### config.mk
export PLATFORM = sky130hd
export DESIGN_NAME = size_class_table
export DESIGN_NICKNAME = d
export VERILOG_FILES = /design/src/rtl/sct_pkg.sv /design/src/rtl/size_class_table.sv /design/src/rtl/sct_front.sv /design/src/rtl/sct_fifo.sv /design/src/rtl/sct_back.sv
export SDC_FILE = /design/constraint.sdc
export NUM_CORES = 2
export LEC_CHECK = 0
export BUFFER_PORTS_ARGS = -buffer_cell sky130_fd_sc_hd__buf_2
export CORE_MARGIN = 2
export CORE_UTILIZATION = 57
export CTS_CLUSTER_DIAMETER = 50
export DETAILED_ROUTE_END_ITERATION = 6
export GPL_TIMING_DRIVEN = 0
export PLACE_DENSITY = 0.76
export SLEW_MARGIN = 0
export SYNTH_ARGS = -nofsm -noshare
export SYNTH_HDL_FRONTEND = slang
export SYNTH_SLANG_ARGS = --single-unit
### constraint.sdc
create_clock -name clk -period 6 [get_ports clk]
set_input_delay 0.6 -clock clk [delete_from_list [all_inputs] [get_ports clk]]
set_output_delay 0.6 -clock clk [all_outputs]
set_load 0.005 [all_outputs]
### src/rtl/sct_pkg.sv
// Shared types and constants of the size-class table.
package sct_pkg;

  localparam int SIZE_W    = 17;
  localparam int ID_W      = 16;
  localparam int CMD_W     = 2;
  localparam int STATUS_W  = 2;
  localparam int POW2_LOW  = 3;
  localparam int POW2_HIGH = 16;

  localparam logic [SIZE_W-1:0] POW2_MIN = SIZE_W'(1) << POW2_LOW;
  localparam logic [SIZE_W-1:0] POW2_TOP = SIZE_W'(1) << POW2_HIGH;

  localparam logic [STATUS_W-1:0] ST_FOUND     = 2'd0;
  localparam logic [STATUS_W-1:0] ST_CREATED   = 2'd1;
  localparam logic [STATUS_W-1:0] ST_FULL      = 2'd2;
  localparam logic [STATUS_W-1:0] ST_TOO_LARGE = 2'd3;

  localparam logic [CMD_W-1:0] CMD_ROUNDED = 2'd0;
  localparam logic [CMD_W-1:0] CMD_EXACT   = 2'd1;

  typedef enum logic [1:0] {
    OP_TOO_LARGE,
    OP_FORCE,
    OP_EXACT,
    OP_ROUNDED
  } op_t;

  // Classified request handed from the front to the back.
  typedef struct packed {
    op_t               op;
    logic [SIZE_W-1:0] size_a;   // raw or aligned size
    logic [SIZE_W-1:0] size_b;   // power-of-two size, rounded lookups only
  } job_t;

endpackage

### src/rtl/size_class_table.sv
// Top level of the allocator size-class lookup and create block.
//
//  channel | dir | tdata                          | tuser
//  in_     | in  | [16:0] request_size            | [1:0] command
//  out_    | out | [15:0] class_id, [32:16] size  | [1:0] status
//
// A rounded lookup that misses searches the back-end table twice, newest first
// (one table read per cycle), on the aligned size and then on the power-of-two size;
// an exact lookup searches once, and a forced create skips the search. The front
// aligns rounded lookups by reciprocal multiply and rounds them up one power-of-two
// step per cycle, overlapped with the back through a two-entry queue.
// Reset clears the fill count and id counter; the table needs no clearing pass.
// A stalled output holds its result while the front keeps taking items until the queue is full and the front holds one.
module size_class_table #(
  parameter int ALIGN_BYTES   = 8,
  parameter int TABLE_ENTRIES = 64,
  parameter int MAX_SIZE      = 65536
) (
  input  logic        clk,
  input  logic        rst_n,
  input  logic        in_tvalid,
  output logic        in_tready,
  input  logic [23:0] in_tdata,   // [16:0] request_size
  input  logic [1:0]  in_tuser,   // [1:0] command
  output logic        out_tvalid,
  input  logic        out_tready,
  output logic [39:0] out_tdata,  // [15:0] class_id, [32:16] class_size
  output logic [1:0]  out_tuser   // [1:0] status
);

  sct_pkg::job_t                  f_job, q_job;
  logic                           f_valid, f_ready, q_valid, q_ready;
  logic [sct_pkg::ID_W-1:0]       res_id;
  logic [sct_pkg::SIZE_W-1:0]     res_size;

  sct_front #(
    .ALIGN_BYTES (ALIGN_BYTES),
    .MAX_SIZE    (MAX_SIZE)
  ) u_front (
    .clk       (clk),
    .rst_n     (rst_n),
    .in_tvalid (in_tvalid),
    .in_tready (in_tready),
    .in_size   (in_tdata[sct_pkg::SIZE_W-1:0]),
    .in_cmd    (in_tuser),
    .job_valid (f_valid),
    .job_ready (f_ready),
    .job       (f_job)
  );

  sct_fifo u_fifo (
    .clk        (clk),
    .rst_n      (rst_n),
    .push_valid (f_valid),
    .push_ready (f_ready),
    .push_job   (f_job),
    .pop_valid  (q_valid),
    .pop_ready  (q_ready),
    .pop_job    (q_job)
  );

  sct_back #(
    .TABLE_ENTRIES (TABLE_ENTRIES),
    .MAX_SIZE      (MAX_SIZE)
  ) u_back (
    .clk        (clk),
    .rst_n      (rst_n),
    .job_valid  (q_valid),
    .job_ready  (q_ready),
    .job        (q_job),
    .out_valid  (out_tvalid),
    .out_ready  (out_tready),
    .out_id     (res_id),
    .out_size   (res_size),
    .out_status (out_tuser)
  );

  assign out_tdata = {7'd0, res_size, res_id};

endmodule

### src/rtl/sct_front.sv
// Front end: accepts requests; for rounded lookups aligns sizes and rounds them to powers of two.
module sct_front #(
  parameter int ALIGN_BYTES = 8,
  parameter int MAX_SIZE    = 65536
) (
  input  logic                          clk,
  input  logic                          rst_n,
  input  logic                          in_tvalid,
  output logic                          in_tready,
  input  logic [sct_pkg::SIZE_W-1:0]    in_size,
  input  logic [sct_pkg::CMD_W-1:0]     in_cmd,
  output logic                          job_valid,
  input  logic                          job_ready,
  output sct_pkg::job_t                 job
);

  // quotient by reciprocal multiply, exact for every 17-bit dividend
  localparam int RECIP_SH = 24;
  localparam int RECIP_W  = RECIP_SH + 1;
  localparam int PROD_W   = sct_pkg::SIZE_W + RECIP_W;
  localparam logic [RECIP_W-1:0] RECIP_V =
    RECIP_W'(((1 << RECIP_SH) + ALIGN_BYTES - 1) / ALIGN_BYTES);
  localparam logic [sct_pkg::SIZE_W-1:0] MAX_V   = sct_pkg::SIZE_W'(MAX_SIZE);
  localparam logic [sct_pkg::SIZE_W-1:0] ALIGN_V = sct_pkg::SIZE_W'(ALIGN_BYTES);
  localparam logic [sct_pkg::SIZE_W-1:0] BIAS_V  = sct_pkg::SIZE_W'(ALIGN_BYTES - 1);

  typedef enum logic [2:0] {F_IDLE, F_DIV, F_ALIGN, F_POW, F_PUSH} fstate_t;

  fstate_t                      state_r, state_nxt;
  sct_pkg::job_t                job_r, job_nxt;
  logic [sct_pkg::SIZE_W-1:0]   quot_r, quot_nxt;
  logic [sct_pkg::SIZE_W-1:0]   pow_r, pow_nxt;
  logic [sct_pkg::SIZE_W-1:0]   bumped;
  logic [PROD_W-1:0]            prod;
  logic [sct_pkg::SIZE_W-1:0]   aligned;

  assign in_tready = (state_r == F_IDLE);
  assign job_valid = (state_r == F_PUSH);
  assign job       = job_r;

  assign bumped  = job_r.size_a + BIAS_V;
  assign prod    = PROD_W'(bumped) * PROD_W'(RECIP_V);
  assign aligned = quot_r * ALIGN_V;

  always_comb begin
    state_nxt = state_r;
    job_nxt   = job_r;
    quot_nxt  = quot_r;
    pow_nxt   = pow_r;
    unique case (state_r)
      F_IDLE: begin
        if (in_tvalid) begin
          job_nxt.size_a = in_size;
          job_nxt.size_b = '0;
          priority if (in_size > MAX_V) begin
            job_nxt.op = sct_pkg::OP_TOO_LARGE;
            state_nxt  = F_PUSH;
          end else if (in_cmd[1]) begin
            job_nxt.op = sct_pkg::OP_FORCE;
            state_nxt  = F_PUSH;
          end else if (in_cmd == sct_pkg::CMD_EXACT) begin
            job_nxt.op = sct_pkg::OP_EXACT;
            state_nxt  = F_PUSH;
          end else begin
            job_nxt.op = sct_pkg::OP_ROUNDED;
            state_nxt  = F_DIV;
          end
        end
      end
      F_DIV: begin
        // number of alignment units, rounded up
        quot_nxt  = prod[RECIP_SH +: sct_pkg::SIZE_W];
        state_nxt = F_ALIGN;
      end
      F_ALIGN: begin
        job_nxt.size_a = aligned;
        pow_nxt        = sct_pkg::POW2_MIN;
        if (aligned > MAX_V) begin
          job_nxt.op = sct_pkg::OP_TOO_LARGE;
          state_nxt  = F_PUSH;
        end else begin
          state_nxt = F_POW;
        end
      end
      F_POW: begin
        if (job_r.size_a <= pow_r || pow_r == sct_pkg::POW2_TOP) begin
          job_nxt.size_b = pow_r;
          state_nxt      = F_PUSH;
        end else begin
          pow_nxt = pow_r << 1;
        end
      end
      F_PUSH: begin
        if (job_ready) begin
          state_nxt = F_IDLE;
        end
      end
      default: state_nxt = F_IDLE;
    endcase
  end

  always_ff @(posedge clk) begin
    if (!rst_n) begin
      state_r <= F_IDLE;
    end else begin
      state_r <= state_nxt;
    end
    job_r  <= job_nxt;
    quot_r <= quot_nxt;
    pow_r  <= pow_nxt;
  end

endmodule

### src/rtl/sct_fifo.sv
// Two-entry queue of classified requests between front and back.
module sct_fifo (
  input  logic          clk,
  input  logic          rst_n,
  input  logic          push_valid,
  output logic          push_ready,
  input  sct_pkg::job_t push_job,
  output logic          pop_valid,
  input  logic          pop_ready,
  output sct_pkg::job_t pop_job
);

  sct_pkg::job_t slot_r [2];
  logic          wr_ptr_r, rd_ptr_r;
  logic [1:0]    cnt_r;
  logic          do_push, do_pop;

  assign push_ready = (cnt_r != 2'd2);
  assign pop_valid  = (cnt_r != 2'd0);
  assign pop_job    = slot_r[rd_ptr_r];
  assign do_push    = push_valid && push_ready;
  assign do_pop     = pop_valid && pop_ready;

  always_ff @(posedge clk) begin
    if (!rst_n) begin
      wr_ptr_r <= 1'b0;
      rd_ptr_r <= 1'b0;
      cnt_r    <= 2'd0;
    end else begin
      if (do_push) begin
        wr_ptr_r <= ~wr_ptr_r;
      end
      if (do_pop) begin
        rd_ptr_r <= ~rd_ptr_r;
      end
      if (do_push && !do_pop) begin
        cnt_r <= cnt_r + 2'd1;
      end else if (do_pop && !do_push) begin
        cnt_r <= cnt_r - 2'd1;
      end
    end
    if (do_push) begin
      slot_r[wr_ptr_r] <= push_job;
    end
  end

endmodule

### src/rtl/sct_back.sv
// Back end: searches the class table newest first, creates classes, drives results.
module sct_back #(
  parameter int TABLE_ENTRIES = 64,
  parameter int MAX_SIZE      = 65536
) (
  input  logic                           clk,
  input  logic                           rst_n,
  input  logic                           job_valid,
  output logic                           job_ready,
  input  sct_pkg::job_t                  job,
  output logic                           out_valid,
  input  logic                           out_ready,
  output logic [sct_pkg::ID_W-1:0]       out_id,
  output logic [sct_pkg::SIZE_W-1:0]     out_size,
  output logic [sct_pkg::STATUS_W-1:0]   out_status
);

  localparam int IDX_W = $clog2(TABLE_ENTRIES);
  localparam int CNT_W = $clog2(TABLE_ENTRIES + 1);
  localparam logic [CNT_W-1:0]           FULL_CNT = CNT_W'(TABLE_ENTRIES);
  localparam logic [sct_pkg::SIZE_W-1:0] MAX_V    = sct_pkg::SIZE_W'(MAX_SIZE);

  typedef enum logic [1:0] {B_IDLE, B_SCAN, B_CREATE, B_DONE} bstate_t;

  typedef struct packed {
    logic [sct_pkg::ID_W-1:0]   id;
    logic [sct_pkg::SIZE_W-1:0] size;
  } entry_t;

  entry_t mem [TABLE_ENTRIES];

  bstate_t                       state_r;
  sct_pkg::job_t                 job_r;
  logic [sct_pkg::SIZE_W-1:0]    key_r;
  logic                          pass_r;
  logic                          iss_r;
  logic [IDX_W-1:0]              addr_r;
  entry_t                        rd_data_r;
  logic                          rd_v_r, rd_last_r;
  logic [CNT_W-1:0]              count_r;
  logic [sct_pkg::ID_W-1:0]      last_id_r;
  logic [sct_pkg::ID_W-1:0]      res_id_r, out_id_r;
  logic [sct_pkg::SIZE_W-1:0]    res_size_r, out_size_r;
  logic [sct_pkg::STATUS_W-1:0]  res_st_r, out_st_r;
  logic                          out_valid_r;

  logic                          hit, miss;
  logic [sct_pkg::ID_W-1:0]      id_new;
  logic [IDX_W-1:0]              top_idx;

  assign job_ready  = (state_r == B_IDLE);
  assign out_valid  = out_valid_r;
  assign out_id     = out_id_r;
  assign out_size   = out_size_r;
  assign out_status = out_st_r;

  assign hit     = rd_v_r && (rd_data_r.size == key_r);
  assign miss    = (rd_v_r && rd_last_r && !hit) || (!iss_r && !rd_v_r);
  assign id_new  = last_id_r + 1'b1;
  assign top_idx = IDX_W'(count_r - 1'b1);

  always_ff @(posedge clk) begin
    if (state_r == B_SCAN && iss_r) begin
      rd_data_r <= mem[addr_r];
    end
    if (state_r == B_CREATE && count_r != FULL_CNT) begin
      mem[count_r[IDX_W-1:0]] <= '{id: id_new, size: key_r};
    end
  end

  always_ff @(posedge clk) begin
    if (!rst_n) begin
      state_r     <= B_IDLE;
      iss_r       <= 1'b0;
      rd_v_r      <= 1'b0;
      count_r     <= '0;
      last_id_r   <= '0;
      out_valid_r <= 1'b0;
    end else begin
      if (out_valid_r && out_ready && state_r != B_DONE) begin
        out_valid_r <= 1'b0;
      end
      unique case (state_r)
        B_IDLE: begin
          if (job_valid) begin
            job_r     <= job;
            key_r     <= job.size_a;
            pass_r    <= 1'b0;
            rd_v_r    <= 1'b0;
            addr_r    <= top_idx;
            rd_last_r <= 1'b0;
            unique case (job.op)
              sct_pkg::OP_TOO_LARGE: begin
                res_id_r   <= '0;
                res_size_r <= '0;
                res_st_r   <= sct_pkg::ST_TOO_LARGE;
                state_r    <= B_DONE;
              end
              sct_pkg::OP_FORCE: state_r <= B_CREATE;
              default: begin
                iss_r   <= (count_r != '0);
                state_r <= B_SCAN;
              end
            endcase
          end
        end
        B_SCAN: begin
          priority if (hit) begin
            res_id_r   <= rd_data_r.id;
            res_size_r <= rd_data_r.size;
            res_st_r   <= sct_pkg::ST_FOUND;
            iss_r      <= 1'b0;
            rd_v_r     <= 1'b0;
            state_r    <= B_DONE;
          end else if (miss) begin
            rd_v_r <= 1'b0;
            if (job_r.op == sct_pkg::OP_ROUNDED && !pass_r) begin
              if (job_r.size_b > MAX_V) begin
                res_id_r   <= '0;
                res_size_r <= '0;
                res_st_r   <= sct_pkg::ST_TOO_LARGE;
                iss_r      <= 1'b0;
                state_r    <= B_DONE;
              end else begin
                // second search on the power-of-two size
                key_r     <= job_r.size_b;
                pass_r    <= 1'b1;
                iss_r     <= (count_r != '0);
                addr_r    <= top_idx;
                rd_last_r <= 1'b0;
              end
            end else begin
              iss_r   <= 1'b0;
              state_r <= B_CREATE;
            end
          end else begin
            rd_v_r <= iss_r;
            if (iss_r) begin
              rd_last_r <= (addr_r == '0);
              if (addr_r == '0) begin
                iss_r <= 1'b0;
              end else begin
                addr_r <= addr_r - 1'b1;
              end
            end
          end
        end
        B_CREATE: begin
          if (count_r == FULL_CNT) begin
            res_id_r   <= '0;
            res_size_r <= '0;
            res_st_r   <= sct_pkg::ST_FULL;
          end else begin
            last_id_r  <= id_new;
            count_r    <= count_r + 1'b1;
            res_id_r   <= id_new;
            res_size_r <= key_r;
            res_st_r   <= sct_pkg::ST_CREATED;
          end
          state_r <= B_DONE;
        end
        B_DONE: begin
          if (!out_valid_r || out_ready) begin
            out_valid_r <= 1'b1;
            out_id_r    <= res_id_r;
            out_size_r  <= res_size_r;
            out_st_r    <= res_st_r;
            state_r     <= B_IDLE;
          end
        end
        default: state_r <= B_IDLE;
      endcase
    end
  end

  a_count_bound: assert property (@(posedge clk) disable iff (!rst_n)
    count_r <= FULL_CNT)
    else $error("entry count beyond table size");

  a_id_step: assert property (@(posedge clk) disable iff (!rst_n)
    (state_r == B_CREATE && count_r != FULL_CNT) |=>
      (last_id_r == $past(last_id_r) + 1'b1) && (count_r == $past(count_r) + 1'b1))
    else $error("create did not advance id and count together");

  a_err_zero: assert property (@(posedge clk) disable iff (!rst_n)
    (out_valid_r && (out_st_r == sct_pkg::ST_FULL || out_st_r == sct_pkg::ST_TOO_LARGE))
      |-> (out_id_r == '0 && out_size_r == '0))
    else $error("error result carries nonzero id or size");

  a_scan_only: assert property (@(posedge clk) disable iff (!rst_n)
    (iss_r || rd_v_r) |-> (state_r == B_SCAN))
    else $error("table read outside a search");

endmodule
==> impl_metrics.env <==
export IMPL_status="finished with violations"
export IMPL_rsz0062_at_grt="false"
export IMPL_clock_sinks=2419
export IMPL_hold_class="input port to flop"
export IMPL_muxShareOfSynthArea=0.156
export IMPL_via_per_inst=6.90
export IMPL_path_clk_slew_ps=70
export IMPL_cts_buffers=228
export IMPL_violations="max-capacitance violations"
export IMPL_synth_cell_area_sq_um=93400
export IMPL_layout_nets=4855
export IMPL_grt_max_degree=49
export IMPL_design_die_area_sq_um=167000
export IMPL_fill_cells=9925
export IMPL_fp_coreArea_sq_um=163000
export IMPL_clkLatencyLatePin_ps=880
export IMPL_grt_pass1_vias=48300
export IMPL_synthArstFlopShare=0
export IMPL_synthXorXnorAreaFrac=0.00656
export IMPL_synth_cell_types=59
export IMPL_comb_power_share=0.201
export IMPL_cts_max_path_buffers=3
export IMPL_initial_core_util=0.574
export IMPL_syn_inst=4360
export IMPL_powerDensity_nw_per_um2=398
export IMPL_die_x_um=409
export IMPL_fin_crit_ps=5450
export IMPL_cts_setup_buffers=0
export IMPL_p_leak_nw=34.6
export IMPL_synth_edf_count=2383
export IMPL_p_sw_frac=0.286
export IMPL_hold_violations=0
export IMPL_finalSetupTns_ps=0
export IMPL_seqPwrFrac=0.469
export IMPL_first_pass_iters=7
export IMPL_dpl_cell_area_sq_um=100000
export IMPL_vias=49500
export IMPL_io_pins=74
export IMPL_final_area_sq_um=107000
export IMPL_synth_top_family_by_area="multiplexers"
export IMPL_worst_pin_slew_ps=1470
export IMPL_multi_input_area_sq_um=20600
export IMPL_drt_iter0_drc=8227
export IMPL_dp_cells=6745
export IMPL_finalSetupViolCount=0
export IMPL_crit_type="flop to flop"
export IMPL_p_switching_mw=12.2
export IMPL_wl_per_cell_um=37.4
export IMPL_grt_pass1_wl_um=372000
export IMPL_ys_ff_latch=2419
export IMPL_clock_skew_ps=29.9
export IMPL_fin_util=0.660
export IMPL_synth_warnings=0
export IMPL_grt_overflow_total=0
export IMPL_cts_resized_gates=0
export IMPL_startpoint_type="flop"
export IMPL_cts_tree="built"
export IMPL_period_share=0.908
export IMPL_max_cap_violations=1
export IMPL_gp_congestion=1.02
export IMPL_ys_flop_type="edfxtp_1"
export IMPL_ff_latch_area_sq_um=72300
export IMPL_dp_hpwl_um=174000
export IMPL_arrival_ps=5910
export IMPL_max_slew_margin_rel=0.0147
export IMPL_pwr_share_clk=0.330
export IMPL_cts_hold_buf=0
export IMPL_die_h_um=409
export IMPL_port_buffers=58
export IMPL_wl_um=268000
export IMPL_cp_end_kind="flop"
export IMPL_whs_ps=50.7
export IMPL_drc=0
export IMPL_gr_usage_all_layers=0.323
export IMPL_synth_simple_area_share=0.0275
export IMPL_ant_nets=0
export IMPL_worstPathRequired_ps=6460
export IMPL_area_growth_pct=15.0
export IMPL_p_int_mw=30.5
export IMPL_antenna_found_initial=23
export IMPL_synth_compound_area_frac=0.0187
export IMPL_avgSynthCellArea_sq_um=21.4
export IMPL_synth_fa_ha_area_frac=0.00335
export IMPL_drive_gt1_frac=0.263
export IMPL_cts_htree_levels=4
export IMPL_clock_fmax_ghz=0.183
export IMPL_cts_root_buf="clkbuf_16"
export IMPL_rows=148
export IMPL_final_max_slew_violation_count=0
export IMPL_critical_path_peak_fanout=10
export IMPL_synth_seq_area_share=0.774
export IMPL_fin_cells=7173
export IMPL_vdd_drop_max_mv=0.364
[sequential cells by signal (all words and copies together), names as in the netlist, 16 cells and up, named ones only]
signal,cells
u_back.key_r,17
u_back.mem,2112
u_fifo.slot_r,66
u_back.job_r,16
u_back.res_size_r,17
u_back.rd_data_r,33
u_front.job,33
u_back.res_id_r,16
u_back.out_id,16
u_back.out_size,17
u_back.last_id_r,16
[Yosys cell counts (3+ instances only)]
library cell,count,area [sq um]
a211oi_1,17,128
a21o_1,3,22.5
a21oi_1,72,360
a22oi_1,54,405
a311oi_1,10,87.6
a31oi_1,11,68.8
a41oi_1,3,26.3
and2_1,6,37.5
and3_1,5,31.3
and4_1,5,43.8
buf_1,9,33.8
buf_2,64,320
buf_4,38,285
buf_6,8,90.1
clkbuf_1,114,428
dfxtp_1,36,721
edfxtp_1,2383,71600
ha_1,25,313
inv_1,34,128
mux2_2,14,158
mux2i_1,180,1800
mux4_2,561,12600
nand2_1,155,582
nand2b_1,7,43.8
nand3_1,36,180
nand4_1,10,62.6
nor2_1,175,657
nor2b_1,48,300
nor3_1,55,275
nor3b_1,9,67.6
nor4_1,17,106
o211ai_1,17,128
o21a_1,4,30.0
o21ai_0,41,205
o221ai_1,12,105
o22ai_1,11,68.8
or2_2,6,37.5
or3_1,11,68.8
xnor2_1,33,289
xor2_1,37,324
[routing by layer]
metal,track usage,vias to the layer above,wire length [um]
met5,0,-,152
met4,0.181,18,18000
met3,0.0953,785,34800
met2,0.492,4153,125000
met1,0.420,25600,90900
li1,-,19000,-
[path summary, 6_finish.rpt]
| path | startpoint | to | slack (ps) | depth (start not counted) |
|---|---|---|---|---|
| setup / recovery | u_back.addr_r[2] | u_back.rd_data_r[29] | 550 | 8 |
| hold / removal | in_tdata[14] | u_front.job[31] | 50 | 3 |
| setup reg to reg | u_back.addr_r[2] | u_back.rd_data_r[29] | 550 | 8 |
| hold reg to reg | u_back.res_size_r[7] | u_back.out_size[7] | 420 | 0 |
[power by group through the flow]
stage	sequential, mW	combinational, mW	clock (mW)
after floorplan	20.5	4.24	0
after global placement	21.1	6.86	0
after detailed placement	20.4	8.17	0
after CTS	20.0	8.33	14.2
after global routing	20.1	8.74	14.8
final	20.0	8.58	14.1
[cells in the final DEF (no fill, tap or decap), types with 30 or more instances in the layout]
| cell | count |
|---|---|
| edfxtp_1 | 2383 |
| mux4_2 | 561 |
| clkbuf_16 | 229 |
| mux2i_1 | 180 |
| clkbuf_1 | 167 |
| nand2_1 | 155 |
| buf_2 | 122 |
| nor2_1 | 108 |
| buf_12 | 74 |
| a21oi_1 | 72 |
| nor2_4 | 66 |
| nor3_1 | 54 |
| a22oi_1 | 54 |
| nor2b_1 | 47 |
| clkinv_1 | 44 |
| buf_4 | 40 |
| o21ai_0 | 40 |
| buf_16 | 40 |
| nand3_1 | 36 |
| dfxtp_1 | 36 |
| clkinv_2 | 34 |
| inv_1 | 33 |
| xor2_1 | 30 |
[area by class of cell]
cell class,instances,area share
Tap cell,2175,0.0253
Buffer,233,0.0108
Timing Repair Buffer,204,0.0307
Inverter,36,0.00126
Clock inverter,137,0.0120
Sequential cell,2419,0.673
Antenna cell,7,0.000163
Multi-Input combinational cell,1678,0.192
Clock buffer,284,0.0554
[critical path, cell delays in order, from the launching register on]
cell      delay, ps
edfxtp_1        530
buf_2           310
buf_2           570
clkbuf_1       1030
mux4_2          410
mux2i_1         200
o211ai_1        730
a21oi_1          90
nor3_1         1140
[cells by family (layout without fill, tap and decap cells)]
group	Yosys count	in the layout
buf+inv	269	894
xor+xnor	70	70
simple gates	554	554
compound gates	267	267
flops	2419	2419
mux	755	755
other cells	1	14
fa+ha+maj	25	25
[through the flow]
step,total power [mW],worst slack (ps)
2_1_floorplan,24.7,1450
3_3_place_gp,27.9,-950
3_5_place_dp,28.6,1260
4_1_cts,42.5,1260
5_1_grt,43.6,972
6_report,42.7,550
Power figures use the tool's default switching activity.
